<file path="src/sv/scma_pkg.sv">
// ----------------------------------------------------------------------------
// scma_pkg
// Sample and result types shared by the six-channel moving average and its
// stream interfaces.
// ----------------------------------------------------------------------------
package scma_pkg;

  localparam int CHANNELS = 6;
  localparam int SAMPLE_W = 16;

  typedef logic signed [SAMPLE_W-1:0] sample_t;

  typedef struct packed {
    sample_t accel_x;
    sample_t accel_y;
    sample_t accel_z;
    sample_t rate_roll;
    sample_t rate_pitch;
    sample_t rate_yaw;
  } imu_sample_t;

  typedef struct packed {
    sample_t avg_accel_x;
    sample_t avg_accel_y;
    sample_t avg_accel_z;
    sample_t avg_rate_roll;
    sample_t avg_rate_pitch;
    sample_t avg_rate_yaw;
  } imu_avg_t;

endpackage

</file>
<file path="src/sv/scma_stream_if.sv">
// ----------------------------------------------------------------------------
// scma_stream_if
// Valid/ready stream channel carrying one payload per transaction.
// ----------------------------------------------------------------------------
interface scma_stream_if #(
  parameter type payload_t = logic
);

  logic     valid;
  logic     ready;
  payload_t data;

  modport source (output valid, output data, input ready);
  modport sink   (input valid, input data, output ready);

endinterface

</file>
<file path="src/sv/six_channel_moving_average.sv">
// ----------------------------------------------------------------------------
// six_channel_moving_average
// Boxcar average over the last WINDOW samples of six IMU channels.
//
//   channel  direction  payload        transaction
//   in_chan  sink       imu_sample_t   one sample set (six channels)
//   out_chan source     imu_avg_t      one set of window averages
//
// One transaction per cycle sustained while out_chan does not stall; once its
// sample set is taken, each result passes the input, sum, product and output registers.
// History lives in a WINDOW-deep circular memory, one entry per sample set,
// read-before-write at the write pointer to fetch the sample that leaves.
// A running sum per channel is updated with new minus oldest; the division by
// WINDOW is a reciprocal multiply, one multiplier per channel.
// Reset is synchronous: sums and pointer clear, entries not yet written read
// as zero. Stalls on out_chan back up through the stages to in_chan.ready.
// ----------------------------------------------------------------------------
module six_channel_moving_average
  import scma_pkg::*;
#(
  parameter int WINDOW = 8
) (
  input  logic         clk,
  input  logic         rst_n,
  scma_stream_if.sink   in_chan,
  scma_stream_if.source out_chan
);

  localparam int LOG_W  = $clog2(WINDOW);
  localparam int PTR_W  = (WINDOW > 1) ? LOG_W : 1;
  localparam int SUM_W  = SAMPLE_W + LOG_W;
  localparam int SHIFT  = SUM_W + LOG_W;
  localparam int MUL_W  = SUM_W + 1;
  localparam int PROD_W = SUM_W + MUL_W;
  localparam int QUO_W  = PROD_W - SHIFT;
  localparam logic [MUL_W-1:0] RECIP =
    MUL_W'(((64'd1 << SHIFT) + 64'(WINDOW) - 64'd1) / 64'(WINDOW));

  typedef logic [CHANNELS-1:0][SAMPLE_W-1:0] entry_t;
  typedef logic signed [SUM_W-1:0]           sum_t;
  typedef logic [PROD_W-1:0]                 prod_t;

  entry_t mem [WINDOW];

  logic             in_fire;
  logic             adv2, adv3, adv4;
  logic             go1, go2, go3;
  logic             s1_v_r, s2_v_r, s3_v_r, out_v_r;
  logic [PTR_W-1:0] ptr_r;
  logic             wrapped_r;
  logic             old_ok_r;
  entry_t           in_vec;
  entry_t           new_r;
  entry_t           old_r;
  sum_t             sum_r  [CHANNELS];
  logic [SUM_W-1:0] mag    [CHANNELS];
  prod_t            prod_r [CHANNELS];
  logic             neg_r  [CHANNELS];
  logic [QUO_W-1:0] quo    [CHANNELS];
  entry_t           res_vec;
  entry_t           out_r;

  assign adv4    = !out_v_r || out_chan.ready;
  assign adv3    = !s3_v_r || adv4;
  assign adv2    = !s2_v_r || adv3;
  assign go1     = s1_v_r && adv2;
  assign go2     = s2_v_r && adv3;
  assign go3     = s3_v_r && adv4;
  assign in_chan.ready = !s1_v_r || adv2;
  assign in_fire = in_chan.valid && in_chan.ready;

  assign in_vec[0] = in_chan.data.accel_x;
  assign in_vec[1] = in_chan.data.accel_y;
  assign in_vec[2] = in_chan.data.accel_z;
  assign in_vec[3] = in_chan.data.rate_roll;
  assign in_vec[4] = in_chan.data.rate_pitch;
  assign in_vec[5] = in_chan.data.rate_yaw;

  always_ff @(posedge clk) begin
    if (in_fire) begin
      mem[ptr_r] <= in_vec;
      old_r      <= mem[ptr_r];
      new_r      <= in_vec;
      old_ok_r   <= wrapped_r;
    end
  end

  always_ff @(posedge clk) begin
    if (!rst_n) begin
      ptr_r     <= '0;
      wrapped_r <= 1'b0;
      s1_v_r    <= 1'b0;
      s2_v_r    <= 1'b0;
      s3_v_r    <= 1'b0;
      out_v_r   <= 1'b0;
    end else begin
      if (in_fire) begin
        if (ptr_r == PTR_W'(WINDOW - 1)) begin
          ptr_r     <= '0;
          wrapped_r <= 1'b1;
        end else begin
          ptr_r <= ptr_r + 1'b1;
        end
      end
      s1_v_r  <= in_fire || (s1_v_r && !adv2);
      s2_v_r  <= go1 || (s2_v_r && !adv3);
      s3_v_r  <= go2 || (s3_v_r && !adv4);
      out_v_r <= go3 || (out_v_r && !out_chan.ready);
    end
  end

  for (genvar c = 0; c < CHANNELS; c++) begin : g_lane
    logic signed [SAMPLE_W-1:0] new_s;
    logic signed [SAMPLE_W-1:0] old_s;

    assign new_s = new_r[c];
    assign old_s = old_ok_r ? old_r[c] : '0;
    assign mag[c] = sum_r[c][SUM_W-1] ? SUM_W'(-sum_r[c]) : SUM_W'(sum_r[c]);
    assign quo[c] = prod_r[c][PROD_W-1:SHIFT];
    assign res_vec[c] = neg_r[c] ? SAMPLE_W'(-quo[c]) : SAMPLE_W'(quo[c]);

    always_ff @(posedge clk) begin
      if (!rst_n) begin
        sum_r[c] <= '0;
      end else if (go1) begin
        sum_r[c] <= sum_r[c] + SUM_W'(new_s) - SUM_W'(old_s);
      end
    end

    always_ff @(posedge clk) begin
      if (go2) begin
        prod_r[c] <= PROD_W'(mag[c]) * PROD_W'(RECIP);
        neg_r[c]  <= sum_r[c][SUM_W-1];
      end
    end
  end

  always_ff @(posedge clk) begin
    if (go3) begin
      out_r <= res_vec;
    end
  end

  assign out_chan.valid               = out_v_r;
  assign out_chan.data.avg_accel_x    = out_r[0];
  assign out_chan.data.avg_accel_y    = out_r[1];
  assign out_chan.data.avg_accel_z    = out_r[2];
  assign out_chan.data.avg_rate_roll  = out_r[3];
  assign out_chan.data.avg_rate_pitch = out_r[4];
  assign out_chan.data.avg_rate_yaw   = out_r[5];

`ifndef SYNTHESIS
  a_accept_enters_s1 : assert property (@(posedge clk) disable iff (!rst_n)
    in_fire |=> s1_v_r)
    else $error("accepted transaction did not enter the first stage");

  a_wrap_sticky : assert property (@(posedge clk)
    rst_n && $past(rst_n) |-> !$fell(wrapped_r))
    else $error("history wrap flag dropped outside reset");

  a_ptr_moves : assert property (@(posedge clk) disable iff (!rst_n)
    in_fire && (WINDOW > 1) |=> ptr_r != $past(ptr_r))
    else $error("write pointer held on an accepted transaction");

  a_out_from_s3 : assert property (@(posedge clk) disable iff (!rst_n)
    $rose(out_v_r) |-> $past(s3_v_r))
    else $error("result raised without a transaction in the last stage");
`endif

endmodule

</file>
<file path="src/flat_wrapper.sv">
// flat-port wrapper written by rule: the top's interface ports become plain ports
module six_channel_moving_average_flat import scma_pkg::*;
#(
  parameter int WINDOW = 8
)
  (clk, rst_n, in_chan_valid, in_chan_data, in_chan_ready, out_chan_valid, out_chan_data, out_chan_ready);
  scma_stream_if #(.payload_t(imu_sample_t)) in_chan_i ();
  scma_stream_if #(.payload_t(imu_avg_t)) out_chan_i ();
  input  logic clk;
  input  logic rst_n;
  input wire logic [$bits(in_chan_i.valid)-1:0] in_chan_valid;
  input wire logic [$bits(in_chan_i.data)-1:0] in_chan_data;
  output wire logic [$bits(in_chan_i.ready)-1:0] in_chan_ready;
  output wire logic [$bits(out_chan_i.valid)-1:0] out_chan_valid;
  output wire logic [$bits(out_chan_i.data)-1:0] out_chan_data;
  input wire logic [$bits(out_chan_i.ready)-1:0] out_chan_ready;
  assign in_chan_i.valid = in_chan_valid;
  assign in_chan_i.data = in_chan_data;
  assign in_chan_ready = in_chan_i.ready;
  assign out_chan_valid = out_chan_i.valid;
  assign out_chan_data = out_chan_i.data;
  assign out_chan_i.ready = out_chan_ready;
  six_channel_moving_average #(.WINDOW(WINDOW)) u_core (.clk(clk), .rst_n(rst_n), .in_chan(in_chan_i), .out_chan(out_chan_i));
endmodule
</file>
<file path="config.mk">
export PLATFORM = sky130hd
export DESIGN_NAME = six_channel_moving_average_flat
export DESIGN_NICKNAME = d
export VERILOG_FILES = /design/src/sv/scma_pkg.sv /design/src/sv/scma_stream_if.sv /design/src/sv/six_channel_moving_average.sv /design/src/flat_wrapper.sv
export SDC_FILE = /design/constraint.sdc
export NUM_CORES = 2
export LEC_CHECK = 0
export ABC_AREA = 1
export BUFFER_PORTS_ARGS = -buffer_cell sky130_fd_sc_hd__buf_2
export CAP_MARGIN = 20
export CORE_AREA = 2 2 330 332
export CTS_BUF_LIST = sky130_fd_sc_hd__clkbuf_2
export CTS_CLUSTER_DIAMETER = 120
export DETAILED_ROUTE_END_ITERATION = 10
export DIE_AREA = 0 0 332 334
export PLACE_DENSITY_LB_ADDON = 0.2
export SLEW_MARGIN = 20
export SYNTH_ARGS = -nofsm -noshare
export SYNTH_HDL_FRONTEND = slang
export SYNTH_SLANG_ARGS = --single-unit
</file>
<file path="constraint.sdc">
create_clock -name clk -period 31.6 [get_ports clk]
set_clock_uncertainty 0.1 [all_clocks]
set_input_delay 7.9 -clock clk [delete_from_list [all_inputs] [get_ports clk]]
set_output_delay 7.9 -clock clk [all_outputs]
set_load 0.01 [all_outputs]
</file>
==> results.json <==
{
  "die_y_um": 334,
  "drive_above_1_share": 0.132,
  "routed_wirelength_um": 136000,
  "setup_violations": 0,
  "fin_setup_tns_ps": 0,
  "max-vdd-ir-drop_mv": 0.0311,
  "track_usage": 0.245,
  "cp-start-kind": "input port",
  "final_nets": 5868,
  "path_buf_inv": 4,
  "crit_required_ps": 23600,
  "period_share": 0.531,
  "die-area_um2": 111000,
  "io_buffers": 197,
  "max_freq_ghz": 0.0596,
  "syn2layout_area_growth_pct": 9.35,
  "min_path_type": "reg2reg",
  "synth_area_leader_cell": "edfxtp_1",
  "insertion_delay_ps": 1520,
  "fin_crit_ps": 16770,
  "overflow": 0,
  "slew_violations": 0,
  "slowest_stage": "nor2_1",
  "maxSlewHeadroom": 0.250,
  "synth_fp_nets": 5415,
  "rsz0062_at_grt": "false",
  "wl_per_cell_um": 18.9,
  "core_um2": 108000,
  "cts-root-buf": "clkbuf_2",
  "synth_edf_count": 1273,
  "ant_nets": 0,
  "synth_top_area_frac": 0.653,
  "antenna_found_initial": 34,
  "cp_max_fo": 4,
  "dp_hpwl_um": 84600,
  "synth-main-ff-cell": "edfxtp_1",
  "timing_hold_violations_final": 0,
  "die_w_um": 332,
  "postCtsSetupBuffers": 0,
  "ctsHoldBuffers": 0,
  "cap_violations": 0,
  "synth_area_leaders": "edfxtp_1 (65%), nand2_1 (7.3%), inv_1 (5.3%)",
  "place_congestion": 0.890,
  "postSynthAreaPerCell_um2": 11.5,
  "power_uw": 3690,
  "path_cells": "buf_2 -> inv_1 -> nand4_1 -> nor2_1 -> inv_1 -> buf_2",
  "synthCells": 5085,
  "avgViaCountPerCell": 5.36,
  "stdcell_count": 7160,
  "clock-sinks": 1281,
  "cts_tree": "built",
  "clkTransAtPathRegs_ps": 90,
  "crit_path_max_incr_delay_ps": 250,
  "numCtsBuffers": 336,
  "critical_path.top_delay_family": "buffers and inverters",
  "drt_iter0_markers": 2918,
  "end_kind": "output port",
  "cp.arrival_ps": 8770,
  "synth_cell_types": 38,
  "ys_seq_area_frac": 0.656,
  "ys_warn_count": 0,
  "dp.cells": 6614,
  "crit_type": "in2out",
  "async_flop_share": 0,
  "p_leak_uw": 0.0267,
  "grt_pass1_wl_um": 209000,
  "routed-via-count": 38364,
  "power_density_nw_per_um2": 57.8,
  "drc_errors": 0,
  "yosys_register_bits": 1281,
  "syn_area_um2": 58500,
  "grt_start_max_net_pins": 148,
  "outcome": "complete, no violations",
  "ctsHtreeMaxLevel": 5,
  "ios": 198,
  "cts_buffer_depth": 4,
  "drt-pass1-iter-count": 5,
  "final_cell_area_um2": 64000,
  "grt_pass1_vias": 38133,
  "nFillCells": 9073,
  "start_util": 0.543,
  "rows": 121,
  "worst_slew_pin_slew_ps": 1120,
  "place_area_um2": 61200,
  "cts-resized-gates": 0
}
[layout make-up]
cell class / count / area (um^2) / area share
clock buffers: 466 / 2330 / 0.0365
clock inverters: 70 / 407 / 0.00636
multi-input cells: 2842 / 16600 / 0.259
repair buffers: 239 / 1330 / 0.0207
inverters: 838 / 3160 / 0.0494
well taps: 1414 / 1770 / 0.0277
diodes: 10 / 25.0 / 0.000391
flip-flops and latches: 1281 / 38400 / 0.600
[flip-flops by register name, indices dropped and copies added (netlist names)]
signal / cells
u_core.prod_r: 96
u_core.g_lane.new_s: 96
u_core.neg_r: 6
u_core.mem: 768
u_core.old_ok_r: 1
u_core.out_chan.valid: 1
u_core.old_r: 96
u_core.s1_v_r: 1
u_core.s3_v_r: 1
u_core.wrapped_r: 1
u_core.s2_v_r: 1
u_core.ptr_r: 3
u_core.sum_r: 114
u_core.out_chan.data: 96
[routing by layer]
layer  up-vias  routed length [um]  track usage
li1      18364                   -            -
met1     18302               56100        0.319
met2      1386               65300        0.403
met3       276               10700       0.0607
met4        36                3360       0.0874
met5         -                 232            0
[cells by family (layout without fill, tap and decap cells)]
group                      count (synthesis)  in the layout  share of synthesized area
and+or+nand+nor                         1845           1845                      0.131
buffers and inverters                    962           1613                     0.0625
DFF                                     1281           1281                      0.656
xor gates and xnor gates                 155            155                     0.0232
AOI/OAI and AO/OA                        612            612                     0.0638
other                                      0             10                          0
adders and majority gates                230            230                     0.0630
[report_power, final]
group	total (uW)	switching (uW)	internal, uW	leakage, uW
sequential	1990	33.1	1960	0.0120
clock	1080	646	430	0.00214
combinational	626	425	201	0.0126
[worst paths after layout]
check | slack, ps | cells past startpoint | start | to
max reg2reg | 27400 | 4 | u_core.ptr_r[2] | u_core.mem[6][89]
max | 14830 | 6 | out_chan_ready | in_chan_ready
min | 360 | 0 | u_core.prod_r[1][3] | u_core.out_chan.data[64]
min reg2reg | 360 | 0 | u_core.prod_r[1][3] | u_core.out_chan.data[64]
[placed cells by master, fill, tap and decap left out, types with 52 or more instances in the layout]
cell	instances
nand2_1	1136
a221oi_1	58
nor2_1	295
a22oi_1	76
xor2_1	135
a21oi_1	270
nand3_1	211
edfxtp_1	1273
buf_2	197
fa_1	108
o21ai_0	126
ha_1	122
clkbuf_2	466
nand4_1	70
inv_1	830
clkinv_1	52
[synthesized netlist by cell type (4+ instances only)]
cell	count
nand3_1	211
o31ai_1	4
a221oi_1	58
nor2_1	304
nand4_1	70
o21ai_0	126
clkbuf_1	75
a22o_1	46
fa_1	108
xnor2_1	20
or2_2	8
inv_2	5
inv_1	833
dfxtp_1	8
edfxtp_1	1273
nand3b_1	35
buf_2	32
a22oi_1	76
a21oi_1	271
o211ai_1	17
buf_1	16
nand2_1	1137
nor3_1	41
xor2_1	135
nor4_1	28
ha_1	122
a211oi_1	6
[through the flow]
stage / setup WS, ps / utilization / hold WS [ps]
global route: 14700 / 0.593 / 380
finish: 14830 / 0.593 / 362
CTS: 14800 / 0.593 / 363
floorplan: 4200 / - / 309
global placement: 14820 / 0.568 / 329
detailed placement: 14820 / 0.568 / 338
Note: power is estimated with default switching activity, not from simulation.
